**config.mk**
```make
export PLATFORM = sky130hd
export DESIGN_NAME = positional_list_store
export DESIGN_NICKNAME = d
export VERILOG_FILES = /design/src/rtl/core/pls_pkg.sv /design/src/rtl/core/pls_ram.sv /design/src/rtl/core/pls_dp.sv /design/src/rtl/core/pls_ctrl.sv /design/src/rtl/core/positional_list_store.sv
export SDC_FILE = /design/constraint.sdc
export NUM_CORES = 1
export LEC_CHECK = 0
export ABC_AREA = 0
export BUFFER_PORTS_ARGS = -buffer_cell sky130_fd_sc_hd__buf_4
export CAP_MARGIN = 0
export CORE_AREA = 2 2 222 279
export CTS_BUF_LIST = sky130_fd_sc_hd__clkbuf_16
export DETAILED_ROUTE_END_ITERATION = 7
export DIE_AREA = 0 0 224 281
export PLACE_DENSITY_LB_ADDON = 0.2
export SYNTH_ARGS = -nofsm -noshare
export SYNTH_HDL_FRONTEND = slang
export SYNTH_SLANG_ARGS = --single-unit
```
**constraint.sdc**
```tcl
create_clock -name i_clk -period 5.1 [get_ports i_clk]
set_input_delay 1.02 -clock i_clk [delete_from_list [all_inputs] [get_ports i_clk]]
set_output_delay 1.02 -clock i_clk [all_outputs]
set_load 0.05 [all_outputs]
```
**src/rtl/core/pls_pkg.sv**
```systemverilog
// Shared types, codes and constants for the positional list store.
package pls_pkg;

    // Field widths fixed by the request and result formats
    localparam int OP_W     = 3;
    localparam int POS_W    = 8;
    localparam int VAL_W    = 32;
    localparam int STS_W    = 2;
    localparam int LEN_W    = 5;
    // A dump never emits more than this many elements
    localparam int DUMP_LIMIT = 16;

    // Opcodes
    localparam logic [OP_W-1:0] OP_INS_HEAD = 3'd0;
    localparam logic [OP_W-1:0] OP_INS_TAIL = 3'd1;
    localparam logic [OP_W-1:0] OP_INS_POS  = 3'd2;
    localparam logic [OP_W-1:0] OP_DEL_POS  = 3'd3;
    localparam logic [OP_W-1:0] OP_DUMP     = 3'd4;

    // Result status codes
    localparam logic [STS_W-1:0] ST_OK     = 2'd0;
    localparam logic [STS_W-1:0] ST_FULL   = 2'd1;
    localparam logic [STS_W-1:0] ST_BADPOS = 2'd2;
    localparam logic [STS_W-1:0] ST_EMPTY  = 2'd3;

    typedef struct packed {
        logic [OP_W-1:0]         opcode;
        logic [POS_W-1:0]        position;
        logic signed [VAL_W-1:0] value;
    } t_req;

    typedef struct packed {
        logic signed [VAL_W-1:0] element;
        logic [STS_W-1:0]        status;
        logic [LEN_W-1:0]        length;
        logic                    last;
    } t_res;

    typedef enum logic [3:0] {
        S_IDLE,
        S_CHECK,
        S_INS_RD,
        S_INS_WR,
        S_DEL_RD,
        S_DEL_WR,
        S_DUMP_RD,
        S_DUMP_OUT,
        S_FINISH
    } t_state;

    typedef enum logic [2:0] {
        IDX_HOLD,
        IDX_COUNT,
        IDX_DELPOS,
        IDX_ZERO,
        IDX_INC,
        IDX_DEC
    } t_idx_op;

    typedef enum logic [1:0] {
        RD_IDX,
        RD_PREV,
        RD_NEXT
    } t_rd_sel;

    typedef enum logic [1:0] {
        CNT_HOLD,
        CNT_INC,
        CNT_DEC
    } t_cnt_op;

    // Controller to datapath commands
    typedef struct packed {
        logic             cap;
        t_idx_op          idx_op;
        logic             rd_en;
        t_rd_sel          rd_sel;
        logic             wr_en;
        logic             wr_rdata;
        t_cnt_op          cnt_op;
        logic             emit;
        logic             emit_rdata;
        logic [STS_W-1:0] emit_status;
        logic             emit_last;
    } t_cmd;

    // Datapath to controller status
    typedef struct packed {
        logic [OP_W-1:0] opcode;
        logic            ins_pos_ok;
        logic            del_pos_ok;
        logic            full;
        logic            empty;
        logic            at_tgt;
        logic            del_done;
        logic            dump_last;
    } t_sts;

    localparam t_cmd CMD_NOP = '{
        cap:         1'b0,
        idx_op:      IDX_HOLD,
        rd_en:       1'b0,
        rd_sel:      RD_IDX,
        wr_en:       1'b0,
        wr_rdata:    1'b0,
        cnt_op:      CNT_HOLD,
        emit:        1'b0,
        emit_rdata:  1'b0,
        emit_status: ST_OK,
        emit_last:   1'b0
    };

endpackage

```
**src/rtl/core/pls_ram.sv**
```systemverilog
// Generic single write, single read RAM with registered read data.
module pls_ram #(
    parameter int WIDTH = 32,
    parameter int DEPTH = 16
) (
    input  logic                     i_clk,
    input  logic                     i_wr_en,
    input  logic [$clog2(DEPTH)-1:0] i_wr_addr,
    input  logic [WIDTH-1:0]         i_wr_data,
    input  logic                     i_rd_en,
    input  logic [$clog2(DEPTH)-1:0] i_rd_addr,
    output logic [WIDTH-1:0]         o_rd_data
);

    logic [WIDTH-1:0] r_mem [DEPTH];
    logic [WIDTH-1:0] r_rd_data;

    // Write port
    always_ff @(posedge i_clk) begin
        if (i_wr_en) begin
            r_mem[i_wr_addr] <= i_wr_data;
        end
    end

    // Registered read port
    always_ff @(posedge i_clk) begin
        if (i_rd_en) begin
            r_rd_data <= r_mem[i_rd_addr];
        end
    end

    assign o_rd_data = r_rd_data;

endmodule

```
**src/rtl/core/pls_dp.sv**
```systemverilog
// Datapath: request register, cell memory, element count, cell index and result register.
module pls_dp #(
    parameter int CAPACITY = 16
) (
    input  logic          i_clk,
    input  logic          i_rst_n,
    input  pls_pkg::t_req i_req,
    input  pls_pkg::t_cmd i_cmd,
    output pls_pkg::t_sts o_sts,
    output logic          o_strobe,
    output pls_pkg::t_res o_res
);
    import pls_pkg::*;

    localparam int AW = $clog2(CAPACITY);
    localparam int CW = $clog2(CAPACITY + 1);
    // Compare width wide enough for position, count and one more
    localparam int XW = ((CW > POS_W) ? CW : POS_W) + 1;

    t_req            r_req;
    logic [CW-1:0]   r_count;
    logic [CW-1:0]   n_count;
    logic [AW-1:0]   r_idx;
    logic [AW-1:0]   n_idx;
    logic [AW-1:0]   w_tgt;
    logic [AW-1:0]   w_del_idx;
    logic [AW-1:0]   w_rd_addr;
    logic [VAL_W-1:0] w_wr_data;
    logic [VAL_W-1:0] w_rd_data;
    logic [XW-1:0]   w_pos;
    logic [XW-1:0]   w_cnt;
    logic [XW-1:0]   w_idx1;
    logic [XW-1:0]   w_dump_n;
    logic            r_strobe;
    t_res            r_res;
    t_res            n_res;

    // Request capture
    always_ff @(posedge i_clk) begin
        if (i_cmd.cap) begin
            r_req <= i_req;
        end
    end

    // Checks on the captured request against the current length
    always_comb begin
        w_pos     = XW'(r_req.position);
        w_cnt     = XW'(r_count);
        w_idx1    = XW'(r_idx) + XW'(1);
        w_dump_n  = (w_cnt > XW'(DUMP_LIMIT)) ? XW'(DUMP_LIMIT) : w_cnt;
        w_del_idx = AW'(r_req.position - POS_W'(1));
        case (r_req.opcode)
            OP_INS_HEAD: w_tgt = '0;
            OP_INS_TAIL: w_tgt = AW'(r_count);
            default:     w_tgt = w_del_idx;
        endcase
        o_sts.opcode     = r_req.opcode;
        o_sts.ins_pos_ok = (r_req.position != '0) && (w_pos <= w_cnt + XW'(1));
        o_sts.del_pos_ok = (r_req.position != '0) && (w_pos <= w_cnt);
        o_sts.full       = (w_cnt == XW'(CAPACITY));
        o_sts.empty      = (r_count == '0);
        o_sts.at_tgt     = (r_idx == w_tgt);
        o_sts.del_done   = (w_idx1 >= w_cnt);
        o_sts.dump_last  = (w_idx1 == w_dump_n);
    end

    // Cell index walks the shift or dump
    always_comb begin
        case (i_cmd.idx_op)
            IDX_COUNT:  n_idx = AW'(r_count);
            IDX_DELPOS: n_idx = w_del_idx;
            IDX_ZERO:   n_idx = '0;
            IDX_INC:    n_idx = r_idx + AW'(1);
            IDX_DEC:    n_idx = r_idx - AW'(1);
            default:    n_idx = r_idx;
        endcase
    end

    always_ff @(posedge i_clk) begin
        r_idx <= n_idx;
    end

    // Element count
    always_comb begin
        case (i_cmd.cnt_op)
            CNT_INC: n_count = r_count + CW'(1);
            CNT_DEC: n_count = r_count - CW'(1);
            default: n_count = r_count;
        endcase
    end

    always_ff @(posedge i_clk) begin
        if (!i_rst_n) begin
            r_count <= '0;
        end else begin
            r_count <= n_count;
        end
    end

    // Cell memory addressing
    always_comb begin
        case (i_cmd.rd_sel)
            RD_PREV: w_rd_addr = r_idx - AW'(1);
            RD_NEXT: w_rd_addr = r_idx + AW'(1);
            default: w_rd_addr = r_idx;
        endcase
        w_wr_data = i_cmd.wr_rdata ? w_rd_data : VAL_W'(r_req.value);
    end

    pls_ram #(
        .WIDTH (VAL_W),
        .DEPTH (CAPACITY)
    ) u_cells (
        .i_clk     (i_clk),
        .i_wr_en   (i_cmd.wr_en),
        .i_wr_addr (r_idx),
        .i_wr_data (w_wr_data),
        .i_rd_en   (i_cmd.rd_en),
        .i_rd_addr (w_rd_addr),
        .o_rd_data (w_rd_data)
    );

    // Result register
    always_comb begin
        n_res.element = i_cmd.emit_rdata ? signed'(w_rd_data) : '0;
        n_res.status  = i_cmd.emit_status;
        n_res.length  = LEN_W'(r_count);
        n_res.last    = i_cmd.emit_last;
    end

    always_ff @(posedge i_clk) begin
        if (i_cmd.emit) begin
            r_res <= n_res;
        end
    end

    always_ff @(posedge i_clk) begin
        if (!i_rst_n) begin
            r_strobe <= 1'b0;
        end else begin
            r_strobe <= i_cmd.emit;
        end
    end

    assign o_strobe = r_strobe;
    assign o_res    = r_res;

endmodule

```
**src/rtl/core/pls_ctrl.sv**
```systemverilog
// Controller: sequences request checks, cell shifts, dumps and result strobes.
module pls_ctrl (
    input  logic          i_clk,
    input  logic          i_rst_n,
    input  logic          i_start,
    input  pls_pkg::t_sts i_sts,
    output logic          o_busy,
    output pls_pkg::t_cmd o_cmd
);
    import pls_pkg::*;

    t_state r_state;
    t_state n_state;

    // State register
    always_ff @(posedge i_clk) begin
        if (!i_rst_n) begin
            r_state <= S_IDLE;
        end else begin
            r_state <= n_state;
        end
    end

    // Next state and commands
    always_comb begin
        n_state = r_state;
        o_cmd   = CMD_NOP;
        o_busy  = (r_state != S_IDLE);
        case (r_state)
            S_IDLE: begin
                if (i_start) begin
                    o_cmd.cap = 1'b1;
                    n_state   = S_CHECK;
                end
            end
            S_CHECK: begin
                case (i_sts.opcode)
                    OP_INS_HEAD, OP_INS_TAIL, OP_INS_POS: begin
                        o_cmd.emit_last = 1'b1;
                        if (i_sts.opcode == OP_INS_POS && !i_sts.ins_pos_ok) begin
                            o_cmd.emit        = 1'b1;
                            o_cmd.emit_status = ST_BADPOS;
                            n_state           = S_IDLE;
                        end else if (i_sts.full) begin
                            o_cmd.emit        = 1'b1;
                            o_cmd.emit_status = ST_FULL;
                            n_state           = S_IDLE;
                        end else begin
                            // start at the new tail cell and shift down to the target
                            o_cmd.idx_op = IDX_COUNT;
                            n_state      = S_INS_RD;
                        end
                    end
                    OP_DEL_POS: begin
                        if (!i_sts.del_pos_ok) begin
                            o_cmd.emit        = 1'b1;
                            o_cmd.emit_status = ST_BADPOS;
                            o_cmd.emit_last   = 1'b1;
                            n_state           = S_IDLE;
                        end else begin
                            o_cmd.idx_op = IDX_DELPOS;
                            n_state      = S_DEL_RD;
                        end
                    end
                    OP_DUMP: begin
                        if (i_sts.empty) begin
                            o_cmd.emit        = 1'b1;
                            o_cmd.emit_status = ST_EMPTY;
                            o_cmd.emit_last   = 1'b1;
                            n_state           = S_IDLE;
                        end else begin
                            o_cmd.idx_op = IDX_ZERO;
                            n_state      = S_DUMP_RD;
                        end
                    end
                    default: begin
                        // unused opcode: no change, plain ok
                        o_cmd.emit      = 1'b1;
                        o_cmd.emit_last = 1'b1;
                        n_state         = S_IDLE;
                    end
                endcase
            end
            S_INS_RD: begin
                if (i_sts.at_tgt) begin
                    o_cmd.wr_en  = 1'b1;
                    o_cmd.cnt_op = CNT_INC;
                    n_state      = S_FINISH;
                end else begin
                    o_cmd.rd_en  = 1'b1;
                    o_cmd.rd_sel = RD_PREV;
                    n_state      = S_INS_WR;
                end
            end
            S_INS_WR: begin
                o_cmd.wr_en    = 1'b1;
                o_cmd.wr_rdata = 1'b1;
                o_cmd.idx_op   = IDX_DEC;
                n_state        = S_INS_RD;
            end
            S_DEL_RD: begin
                if (i_sts.del_done) begin
                    o_cmd.cnt_op = CNT_DEC;
                    n_state      = S_FINISH;
                end else begin
                    o_cmd.rd_en  = 1'b1;
                    o_cmd.rd_sel = RD_NEXT;
                    n_state      = S_DEL_WR;
                end
            end
            S_DEL_WR: begin
                o_cmd.wr_en    = 1'b1;
                o_cmd.wr_rdata = 1'b1;
                o_cmd.idx_op   = IDX_INC;
                n_state        = S_DEL_RD;
            end
            S_DUMP_RD: begin
                o_cmd.rd_en = 1'b1;
                n_state     = S_DUMP_OUT;
            end
            S_DUMP_OUT: begin
                // emit the cell read last cycle, fetch the next one
                o_cmd.emit       = 1'b1;
                o_cmd.emit_rdata = 1'b1;
                o_cmd.emit_last  = i_sts.dump_last;
                if (i_sts.dump_last) begin
                    n_state = S_IDLE;
                end else begin
                    o_cmd.rd_en  = 1'b1;
                    o_cmd.rd_sel = RD_NEXT;
                    o_cmd.idx_op = IDX_INC;
                end
            end
            S_FINISH: begin
                o_cmd.emit      = 1'b1;
                o_cmd.emit_last = 1'b1;
                n_state         = S_IDLE;
            end
            default: begin
                n_state = S_IDLE;
            end
        endcase
    end

endmodule

```
**src/rtl/core/positional_list_store.sv**
```systemverilog
// Top level of the positional list store: controller plus datapath.
//
// Holds an ordered list of up to CAPACITY signed 32-bit values, packed head
// first in a single-port-write, registered-read cell RAM.
// Request channel: i_req (opcode, position, value) is taken on a rising edge
// with start high and busy low. busy stays high until the request's last
// result has been issued.
// Result channel: each result sits on o_res for one cycle with o_strobe high;
// o_res.last marks the final result of a request. The receiver cannot stall.
// Insert and delete move one cell at a time through the RAM port, a read
// state then a write state per cell, and a request gives a single result
// once its moves are done (rejected requests, unused opcodes and an empty
// dump answer straight from the check state).
// A dump of n elements shows them one element per cycle (n capped at 16).
// A new request can be taken in the cycle the last result is shown.
// Reset (synchronous, active low) empties the list and returns to idle; cell
// contents are not cleared, only the count.
module positional_list_store #(
    parameter int CAPACITY = 16
) (
    input  logic          i_clk,
    input  logic          i_rst_n,
    input  logic          start,
    output logic          busy,
    input  pls_pkg::t_req i_req,
    output logic          o_strobe,
    output pls_pkg::t_res o_res
);
    import pls_pkg::*;

    t_cmd w_cmd;
    t_sts w_sts;

    pls_ctrl u_ctrl (
        .i_clk   (i_clk),
        .i_rst_n (i_rst_n),
        .i_start (start),
        .i_sts   (w_sts),
        .o_busy  (busy),
        .o_cmd   (w_cmd)
    );

    pls_dp #(
        .CAPACITY (CAPACITY)
    ) u_dp (
        .i_clk    (i_clk),
        .i_rst_n  (i_rst_n),
        .i_req    (i_req),
        .i_cmd    (w_cmd),
        .o_sts    (w_sts),
        .o_strobe (o_strobe),
        .o_res    (o_res)
    );

endmodule

```
==> results.py, run 1 <==
metrics = {
    "finish": {
        "num-nets-final": 1538,
        "n_fill_cell": 4862,
        "drive_gt1_frac": 0.283,
        "diodes": 0,
        "area_delta_synth_final_pct": 16.1,
    },
    "power": {
        "finalPower_mw": 10.9,
        "power_density_nw_per_um2": 365,
        "irDropWorstVdd_v": 0.000259,
        "power.leakage_nw": 9.90,
    },
    "detailed_routing": {
        "ant_nets": 0,
        "routed_wl_mm": 57.5,
        "wl_per_cell_microns": 25.2,
        "route.detailed.drc": 0,
        "dr.pass1.iters": 5,
        "post_drt_via_cell_ratio": 5.59,
        "drt_iter0_drc": 1024,
        "vias": 12700,
    },
    "yosys": {
        "synth_xor_area_frac": 0.00647,
        "yosysTopAreaCellShare": 0.736,
        "syn_area_per_cell_sq_um": 19.6,
        "syn-cell-area_sq_um": 25700,
        "synthSimpleGateAreaFrac": 0.0396,
        "synth_top_family_by_area": "multiplexers",
        "yosysMostFrequentCell": "edfxtp_1",
        "ys_async_sr_fraction": 0,
        "yosys-top-cells-count": "edfxtp_1 (631), mux4_2 (128), a21oi_1 (47), and2_1 (38), mux2i_1 (38)",
        "synth_edf_count": 631,
        "yosys_warnings": 0,
        "ys_top_cells_by_area": "edfxtp_1 (74%), mux4_2 (11%), ha_1 (1.5%), mux2i_1 (1.5%), mux2_2 (1.4%)",
        "syn-num-nets": 1390,
        "yosys.cell_types.count": 63,
        "synthMuxAreaShare": 0.142,
        "seq_area_frac_synth": 0.744,
        "yosys.area.top_type": "edfxtp_1",
        "synthFlopType": "edfxtp_1",
        "synthCells": 1312,
        "synthAdderAreaFrac": 0.0159,
        "ys_seq_elements": 641,
        "synth_compound_gate_area_share": 0.0367,
    },
    "timing": {
        "setup_viol": 0,
        "drv_slew": 0,
        "clock.fmax_mhz": 216,
        "report.final.hold_viol_count": 0,
        "min_period_over_period": 0.909,
        "setup_ws_ps": 466,
        "relSlewSlack": 0.394,
        "tightest_slew_ps": 899,
        "skew_ps": 21.4,
        "period_needed_ps": 4630,
        "rsz0062_at_grt": "no",
        "tns_ps": 0,
    },
    "hold_path": {
        "worstHoldStart": "u_dp.u_cells.o_rd_data[10]",
        "hold_depth": 1,
        "hold_end": "u_dp.o_res[18]",
        "hold_class": "register to register",
    },
    "critical_path": {
        "reg2reg_slack_ps": 470,
        "reg2reg_to": "u_dp.u_cells.o_rd_data[24]",
        "crit_type": "register to register",
        "cp-end-kind": "register",
        "start_kind": "register",
        "worst-r2r-cell-count": 19,
        "reg2reg_from": "u_dp.r_count[0]",
        "crit_required_ps": 5470,
        "worstPathMaxFanout": 24,
        "arrival_ps": 5000,
    },
    "clock_network": {
        "clk_path_buf_depth": 3,
        "clkSlewWorstSetupHoldPaths_ps": 60,
        "root_buffer": "clkbuf_16",
        "post_cts_resized": 0,
        "insertion_delay_ps": 630,
        "cts_setup_buffers": 0,
        "ctsHoldBuffers": 0,
        "cts_max_level": 2,
        "cts_tree": "yes",
        "cts.sinks": 641,
        "numCtsBuffers": 61,
    },
    "floorplan": {
        "dieArea_sq_um": 62900,
        "num_io_pins": 88,
        "die_x_microns": 224,
        "start_util": 0.427,
        "row_count": 101,
        "die_h_microns": 281,
        "coreArea_sq_um": 60300,
    },
    "global_routing": {
        "grt_pass1_vias": 13200,
        "antenna_found_initial": 0,
        "grt.overflow.total": 0,
        "grt_pass1_wl_mm": 85.3,
        "grt_start_max_net_pins": 65,
        "grt_use_total": 0.186,
    },
    "placement": {
        "gp_congestion": 0.785,
        "dpl.hpwl_mm": 32.1,
        "port_buffers": 87,
        "dp_slack_ps": 370,
    },
    "status": {
        "status": "complete, no violations",
    },
    "run": {
        "drv_cap": 0,
    },
}
flip-flops by register name, indices dropped and copies added (netlist names):
| name | cells |
|---|---|
| u_dp.u_cells.o_rd_data | 32 |
| u_ctrl.r_state | 4 |
| u_dp.o_res | 40 |
| u_dp.r_count | 5 |
| u_dp.o_sts | 3 |
| u_dp.u_cells.r_mem | 512 |
| u_dp.r_req | 40 |
| u_dp.o_strobe | 1 |
| u_dp.r_idx | 4 |
worst max-delay path, cell delays in order (launching register included):
cell and delay, ps:
dfxtp_1 310, inv_1 70, ha_1 170, or3b_1 480, a21oi_2 200, xnor2_1 110, a2111oi_4 410, nor3_1 140
nor2b_1 260, inv_1 80, ha_1 280, nor2_1 130, nor3_1 70, a21oi_4 190, buf_12 260, buf_12 250
mux4_2 510, nor2b_1 150, a211oi_1 230, a21oi_1 60
stage by stage:
| stage | cell area (sq um) | hold WS, ps | instances | util |
|---|---|---|---|---|
| global placement | 27900 | 532 | 2167 | 0.463 |
| CTS | 29800 | 520 | 2277 | 0.495 |
| floorplan | 25700 | 459 | 1312 | - |
| detailed placement | 27900 | 542 | 2167 | 0.463 |
| finish | 29900 | 556 | 2279 | 0.495 |
| global route | 29900 | 527 | 2279 | 0.495 |
layout make-up:
class	instances	area, sq um	area share
clock buffer	62	1550	0.0520
clock inverter	48	399	0.0134
inverter	24	90.1	0.00302
multi-input combinational	580	6360	0.213
sequential	641	19100	0.641
tap	772	966	0.0323
timing repair buffer	152	1350	0.0453
power by group:
| group | switching [mW] | internal, mW | total (mW) |
|---|---|---|---|
| sequential | 0.0315 | 5.88 | 5.91 |
| combinational | 0.354 | 0.226 | 0.579 |
| clock | 1.92 | 2.50 | 4.42 |
kinds of logic (layout without fill, tap and decap cells):
family | after synthesis | after routing
and+or+nand+nor | 187 | 187
adders and majority gates | 32 | 32
muxes | 200 | 200
xor gates and xnor gates | 19 | 19
DFF | 641 | 641
buffers and inverters | 91 | 286
AOI/OAI and AO/OA | 142 | 142
worst max-delay path by stage:
stage                                       endpoint  slack (ps)            start
after detailed placement  u_dp.u_cells.o_rd_data[20]         370    u_dp.r_idx[1]
after floorplan             u_dp.u_cells.r_mem[3][0]         520   u_dp.r_req[33]
after global routing      u_dp.u_cells.o_rd_data[16]          60  u_dp.r_count[0]
after CTS                 u_dp.u_cells.o_rd_data[16]         380    u_dp.r_idx[1]
after global placement    u_dp.u_cells.o_rd_data[16]         450    u_dp.r_idx[1]
final                     u_dp.u_cells.o_rd_data[24]         470  u_dp.r_count[0]
routing by layer:
metal,GRT usage,share of wire,vias up
met5,0,0,-
met4,0.0492,0.021,0
met3,0.0290,0.045,87
met2,0.324,0.51,302
met1,0.243,0.42,6732
li1,-,-,5621
layout by cell type (no fill, tap or decap), types with 18 or more instances in the layout:
master / instances
a211oi_1: 34
a21oi_1: 44
and2_1: 38
buf_4: 135
clkbuf_16: 62
clkinv_1: 18
edfxtp_1: 631
ha_1: 31
inv_1: 34
mux2_2: 32
mux2i_1: 38
mux4_2: 128
nand2_1: 23
nor2_1: 22
nor2b_1: 36
o21ai_0: 19
No activity file was read; power rests on OpenSTA's default activity.
==> run 2: changes to the inputs <==
--- a/config.mk
+++ b/config.mk
@@ -10,9 +10,11 @@
 export CAP_MARGIN = 0
 export CORE_AREA = 2 2 222 279
 export CTS_BUF_LIST = sky130_fd_sc_hd__clkbuf_16
+export CTS_CLUSTER_SIZE = 14
 export DETAILED_ROUTE_END_ITERATION = 7
 export DIE_AREA = 0 0 224 281
 export PLACE_DENSITY_LB_ADDON = 0.2
+export REMOVE_ABC_BUFFERS = 1
 export SYNTH_ARGS = -nofsm -noshare
 export SYNTH_HDL_FRONTEND = slang
 export SYNTH_SLANG_ARGS = --single-unit
==> results.py, run 2 (synthesized netlist as in run 1, its figures left out) <==
metrics = {
    "status": {
        "status": "complete, no violations",
    },
    "critical_path": {
        "worstPathCellList": "inv_1 -> ha_1 -> ha_1 -> a21o_1 -> a21o_1 -> a21oi_1 -> o21ai_0 -> nor2b_2 -> ha_1 -> buf_4 -> nor2_1 -> a21oi_4 -> buf_12 -> buf_12 -> mux4_2 -> nor2b_1 -> a211oi_1 -> a21oi_1",
        "path_common_cell": "ha_1",
        "crit_type": "register to register",
        "crit_buf_inv": 4,
        "slowest_stage": "edfxtp_1",
        "slowest_delay_ps": 530,
        "path_delay_family": "compound AO/OA/AOI/OAI gates",
        "crit_required_ps": 5450,
        "arrival_ps": 5000,
        "cp-end-kind": "register",
        "start_kind": "register",
        "worstPathMaxFanout": 34,
    },
    "timing": {
        "setup_viol": 0,
        "min_period_over_period": 0.913,
        "tightest_slew_ps": 835,
        "drv_slew": 0,
        "rsz0062_at_grt": "no",
        "relSlewSlack": 0.443,
        "period_needed_ps": 4660,
        "setup_ws_ps": 443,
        "clock.fmax_mhz": 215,
        "report.final.hold_viol_count": 0,
        "skew_ps": 25.1,
    },
    "finish": {
        "final_common_cell": "edfxtp_1",
        "drive_gt1_frac": 0.288,
        "fin_util": 0.497,
        "top_register": "u_dp.u_cells.r_mem",
        "diodes": 0,
        "area_delta_synth_final_pct": 16.5,
        "num-nets-final": 1538,
        "layout_common_cells": "edfxtp_1 (631), mux4_2 (128), buf_4 (125)",
        "largest_reg_flops": 512,
    },
    "power": {
        "power_density_nw_per_um2": 370,
        "irDropWorstVdd_v": 0.000234,
        "finalPower_mw": 11.1,
        "power.leakage_nw": 9.97,
    },
    "placement": {
        "dp_slack_ps": 379,
        "gp_congestion": 0.830,
        "port_buffers": 87,
        "dpl.hpwl_mm": 31.2,
    },
    "detailed_routing": {
        "post_drt_via_cell_ratio": 5.62,
        "vias": 12800,
        "dr.pass1.iters": 5,
        "drt_iter0_drc": 1233,
        "ant_nets": 0,
        "routed_wl_mm": 57.5,
        "wl_per_cell_microns": 25.2,
        "route.detailed.drc": 0,
    },
    "clock_network": {
        "numCtsBuffers": 67,
        "clk_path_buf_depth": 3,
        "cts_tree": "yes",
        "clkSlewWorstSetupHoldPaths_ps": 60,
        "root_buffer": "clkbuf_16",
        "insertion_delay_ps": 600,
        "cts.sinks": 641,
        "cts_max_level": 3,
    },
    "global_routing": {
        "grt_start_max_net_pins": 43,
        "grt.overflow.total": 0,
        "grt_pass1_vias": 13300,
        "antenna_found_initial": 0,
        "grt_pass1_wl_mm": 85.4,
        "grt_use_total": 0.186,
    },
    "floorplan": {
        "num_io_pins": 88,
        "row_count": 101,
        "die_h_microns": 281,
        "coreArea_sq_um": 60300,
        "start_util": 0.427,
        "dieArea_sq_um": 62900,
        "die_x_microns": 224,
    },
    "run": {
        "drv_cap": 0,
    },
    "hold_path": {
        "hold_class": "register to register",
    },
}
-- run 2: layer usage --
| layer | track usage | vias to the layer above | part of all wire |
|---|---|---|---|
| li1 | - | 5627 | - |
| met1 | 0.244 | 6745 | 0.42 |
| met2 | 0.316 | 359 | 0.51 |
| met3 | 0.0235 | 93 | 0.042 |
| met4 | 0.0740 | 0 | 0.029 |
| met5 | 0 | - | 0 |
-- run 2: area by class of cell --
class	instances	area, sq um
inverter	24	90.1
clock inverter	52	389
tap	772	966
fill	4774	30300
multi-input combinational	580	6360
sequential	641	19100
clock buffer	67	1680
timing repair buffer	146	1350
-- run 2: worst register-to-register path: cells and delay by family, from the launching register on --
kind / cells / cell delay [ps]
DFF: 1 / 530
buffers and inverters: 4 / 940
and+or+nand+nor: 3 / 420
AOI/OAI and AO/OA: 7 / 1130
adders and majority gates: 3 / 1090
muxes: 1 / 310
-- run 2: what timing repair did --
| action | 4_1_cts | 5_1_grt |
|---|---|---|
| hold buffers | 0 | 0 |
| setup endpoints to repair | 0 | 7 |
| gates resized for setup | 0 | 2 |
| setup buffers | 0 | 1 |
-- run 2: power by group --
part | switching (mW) | leakage [nW] | internal (mW) | total (mW)
clock network | 1.99 | 1.05 | 2.61 | 4.61
logic | 0.357 | 3.10 | 0.231 | 0.588
registers | 0.0311 | 5.81 | 5.88 | 5.91
-- run 2: worst paths after layout --
| kind | from | endpoint | slack [ps] | cells past startpoint |
|---|---|---|---|---|
| setup / recovery | u_dp.r_idx[0] | u_dp.u_cells.o_rd_data[29] | 440 | 18 |
| hold / removal | u_dp.u_cells.o_rd_data[26] | u_dp.o_res[34] | 560 | 1 |
| setup reg to reg | u_dp.r_idx[0] | u_dp.u_cells.o_rd_data[29] | 440 | 18 |
| hold reg to reg | u_dp.u_cells.o_rd_data[26] | u_dp.o_res[34] | 560 | 1 |
-- run 2: stage by stage --
step / hold WS [ps] / setup TNS [ps] / instance area (sq um) / instances
after floorplan: 520 / -325760 / 25400 / 1245
after global placement: 530 / 0 / 27900 / 2162
after detailed placement: 546 / 0 / 27900 / 2162
after CTS: 559 / 0 / 30000 / 2281
after global routing: 569 / 0 / 30000 / 2282
final: 559 / 0 / 30000 / 2282
==> run 3: changes to the inputs <==
--- a/config.mk
+++ b/config.mk
@@ -7,12 +7,12 @@
 export LEC_CHECK = 0
 export ABC_AREA = 0
 export BUFFER_PORTS_ARGS = -buffer_cell sky130_fd_sc_hd__buf_4
-export CAP_MARGIN = 0
-export CORE_AREA = 2 2 222 279
+export CAP_MARGIN = 15
+export CORE_AREA = 2 2 186 233
 export CTS_BUF_LIST = sky130_fd_sc_hd__clkbuf_16
 export CTS_CLUSTER_SIZE = 14
 export DETAILED_ROUTE_END_ITERATION = 7
-export DIE_AREA = 0 0 224 281
+export DIE_AREA = 0 0 188 235
 export PLACE_DENSITY_LB_ADDON = 0.2
 export REMOVE_ABC_BUFFERS = 1
 export SYNTH_ARGS = -nofsm -noshare
==> results.py, run 3 (synthesized netlist as in run 1, its figures left out) <==
metrics = {
    "floorplan": {
        "start_util": 0.614,
        "num_io_pins": 88,
        "die_h_microns": 235,
        "die_x_microns": 188,
        "row_count": 84,
        "coreArea_sq_um": 41900,
        "dieArea_sq_um": 44200,
    },
    "global_routing": {
        "grt_use_total": 0.253,
        "grt_pass1_wl_mm": 81.9,
        "grt_pass1_vias": 13200,
        "grt_start_max_net_pins": 69,
        "grt.overflow.total": 0,
        "antenna_found_initial": 1,
    },
    "detailed_routing": {
        "wl_per_cell_microns": 26.7,
        "drt_iter0_drc": 1190,
        "met3_length_mm": 4.38,
        "routed_wl_mm": 54.5,
        "route.detailed.drc": 0,
        "wl_met2_mm": 27.4,
        "ant_nets": 0,
        "topRoutingLayerUsed": "met4",
        "drt-met1-wl_mm": 21.4,
        "vias": 13000,
        "post_drt_via_cell_ratio": 6.38,
        "dr.pass1.iters": 5,
    },
    "timing": {
        "relSlewSlack": 0.451,
        "rsz0062_at_grt": "no",
        "drv_slew": 0,
        "timing.hold.ws_ps": 548,
        "skew_ps": 22.4,
        "clock.fmax_mhz": 210,
        "setup_viol": 0,
        "tns_ps": 0,
        "min_period_over_period": 0.933,
        "report.final.hold_viol_count": 0,
        "setup_ws_ps": 339,
        "period_needed_ps": 4760,
        "tightest_slew_ps": 815,
    },
    "critical_path": {
        "cp.depth": 17,
        "cp-end-kind": "register",
        "worstPathCellList": "inv_1 -> ha_1 -> ha_1 -> a21o_1 -> a21o_1 -> a21oi_1 -> o21ai_0 -> nor2b_1 -> ha_2 -> nor3_1 -> a21oi_4 -> buf_12 -> buf_16 -> mux4_2 -> nor2b_1 -> a211oi_1 -> a21oi_1",
        "crit_required_ps": 5430,
        "slowest_delay_ps": 570,
        "start_kind": "register",
        "crit_type": "register to register",
        "arrival_ps": 5090,
        "worstPathMaxFanout": 37,
        "path_delay_family": "adder cells",
        "worst-r2r-cell-count": 17,
        "crit_buf_inv": 3,
        "slowest_stage": "edfxtp_1",
        "reg2reg_slack_ps": 340,
    },
    "finish": {
        "multi_input_area_sq_um": 6360,
        "layoutNonFillerInstCount": 2042,
        "final_common_cell": "edfxtp_1",
        "final_area_sq_um": 29300,
        "fin_util": 0.699,
        "num-nets-final": 1516,
        "n_fill_cell": 2506,
        "layout_common_cells": "edfxtp_1 (631), mux4_2 (128), buf_4 (111)",
        "top_register": "u_dp.u_cells.r_mem",
        "area.sequential_sq_um": 19100,
        "area_delta_synth_final_pct": 14.0,
        "largest_reg_flops": 512,
        "diodes": 0,
        "drive_gt1_frac": 0.271,
    },
    "placement": {
        "dp_slack_ps": 239,
        "placed_area_sq_um": 27600,
        "port_buffers": 87,
        "gp_congestion": 0.834,
        "dpl.hpwl_mm": 29.5,
        "dp_cells": 1937,
    },
    "power": {
        "finalPower_mw": 10.5,
        "p_comb_frac": 0.054,
        "p_sw_frac": 0.210,
        "clkPwrFrac": 0.384,
        "power.leakage_nw": 9.76,
        "seqPwrFrac": 0.562,
        "irDropWorstVdd_v": 0.000301,
        "power_density_nw_per_um2": 359,
        "switchingPower_mw": 2.21,
        "internal_power_mw": 8.31,
    },
    "hold_path": {
        "hold_class": "register to register",
        "hold_depth": 1,
    },
    "run": {
        "drv_cap": 0,
    },
    "clock_network": {
        "clk_path_buf_depth": 3,
        "cts_max_level": 2,
        "numCtsBuffers": 58,
        "root_buffer": "clkbuf_16",
        "cts.sinks": 641,
        "cts_tree": "yes",
        "insertion_delay_ps": 620,
        "clkSlewWorstSetupHoldPaths_ps": 70,
    },
    "status": {
        "status": "complete, no violations",
    },
}
-- run 3: cell types whose count changed in the layout (fill, tap and decap cells not counted), sizes merged --
cell and change:
clkbuf -9, buf -13, clkinv -10, inv +6
bufinv -1
-- run 3: worst register-to-register path: stages (launching register included) --
cell and delay (ps):
edfxtp_1 570, inv_1 180, ha_1 380, ha_1 310, a21o_1 150, a21o_1 180, a21oi_1 180, o21ai_0 120
nor2b_1 180, ha_2 490, nor3_1 130, a21oi_4 150, buf_12 170, buf_16 290, mux4_2 560, nor2b_1 150
a211oi_1 220, a21oi_1 90
-- run 3: timing repair --
action / 4_1_cts / 5_1_grt
setup buffers: 0 / 0
gates resized for setup: 0 / 3
endpoints found under the setup margin: 0 / 12
hold buffers: 0 / 0
-- run 3: cell type report --
class                           instances  area share
Clock buffer                           58      0.0495
Clock inverter                         47      0.0104
Inverter                               24     0.00307
Multi-Input combinational cell        580       0.217
Sequential cell                       641       0.653
Tap cell                              559      0.0238
Timing Repair Buffer                  133      0.0437
-- run 3: per-layer routing --
layer / vias up / global-route usage
met5: - / 0
met4: 0 / 0.0764
met3: 103 / 0.0475
met2: 630 / 0.422
met1: 6716 / 0.343
li1: 5581 / -
-- run 3: worst paths after layout --
path,from,endpoint
min reg2reg,u_dp.u_cells.o_rd_data[25],u_dp.o_res[33]
min,u_dp.u_cells.o_rd_data[25],u_dp.o_res[33]
max,u_dp.r_idx[1],u_dp.u_cells.o_rd_data[18]
max reg2reg,u_dp.r_idx[1],u_dp.u_cells.o_rd_data[18]
-- run 3: power by group through the flow --
stage	logic [mW]	registers (mW)	clock network [mW]
3_5_place_dp	0.572	6.02	0
2_1_floorplan	0.396	6.06	0
4_1_cts	0.574	5.91	4.10
6_report	0.570	5.91	4.04
3_3_place_gp	0.555	6.02	0
5_1_grt	0.616	5.91	4.30
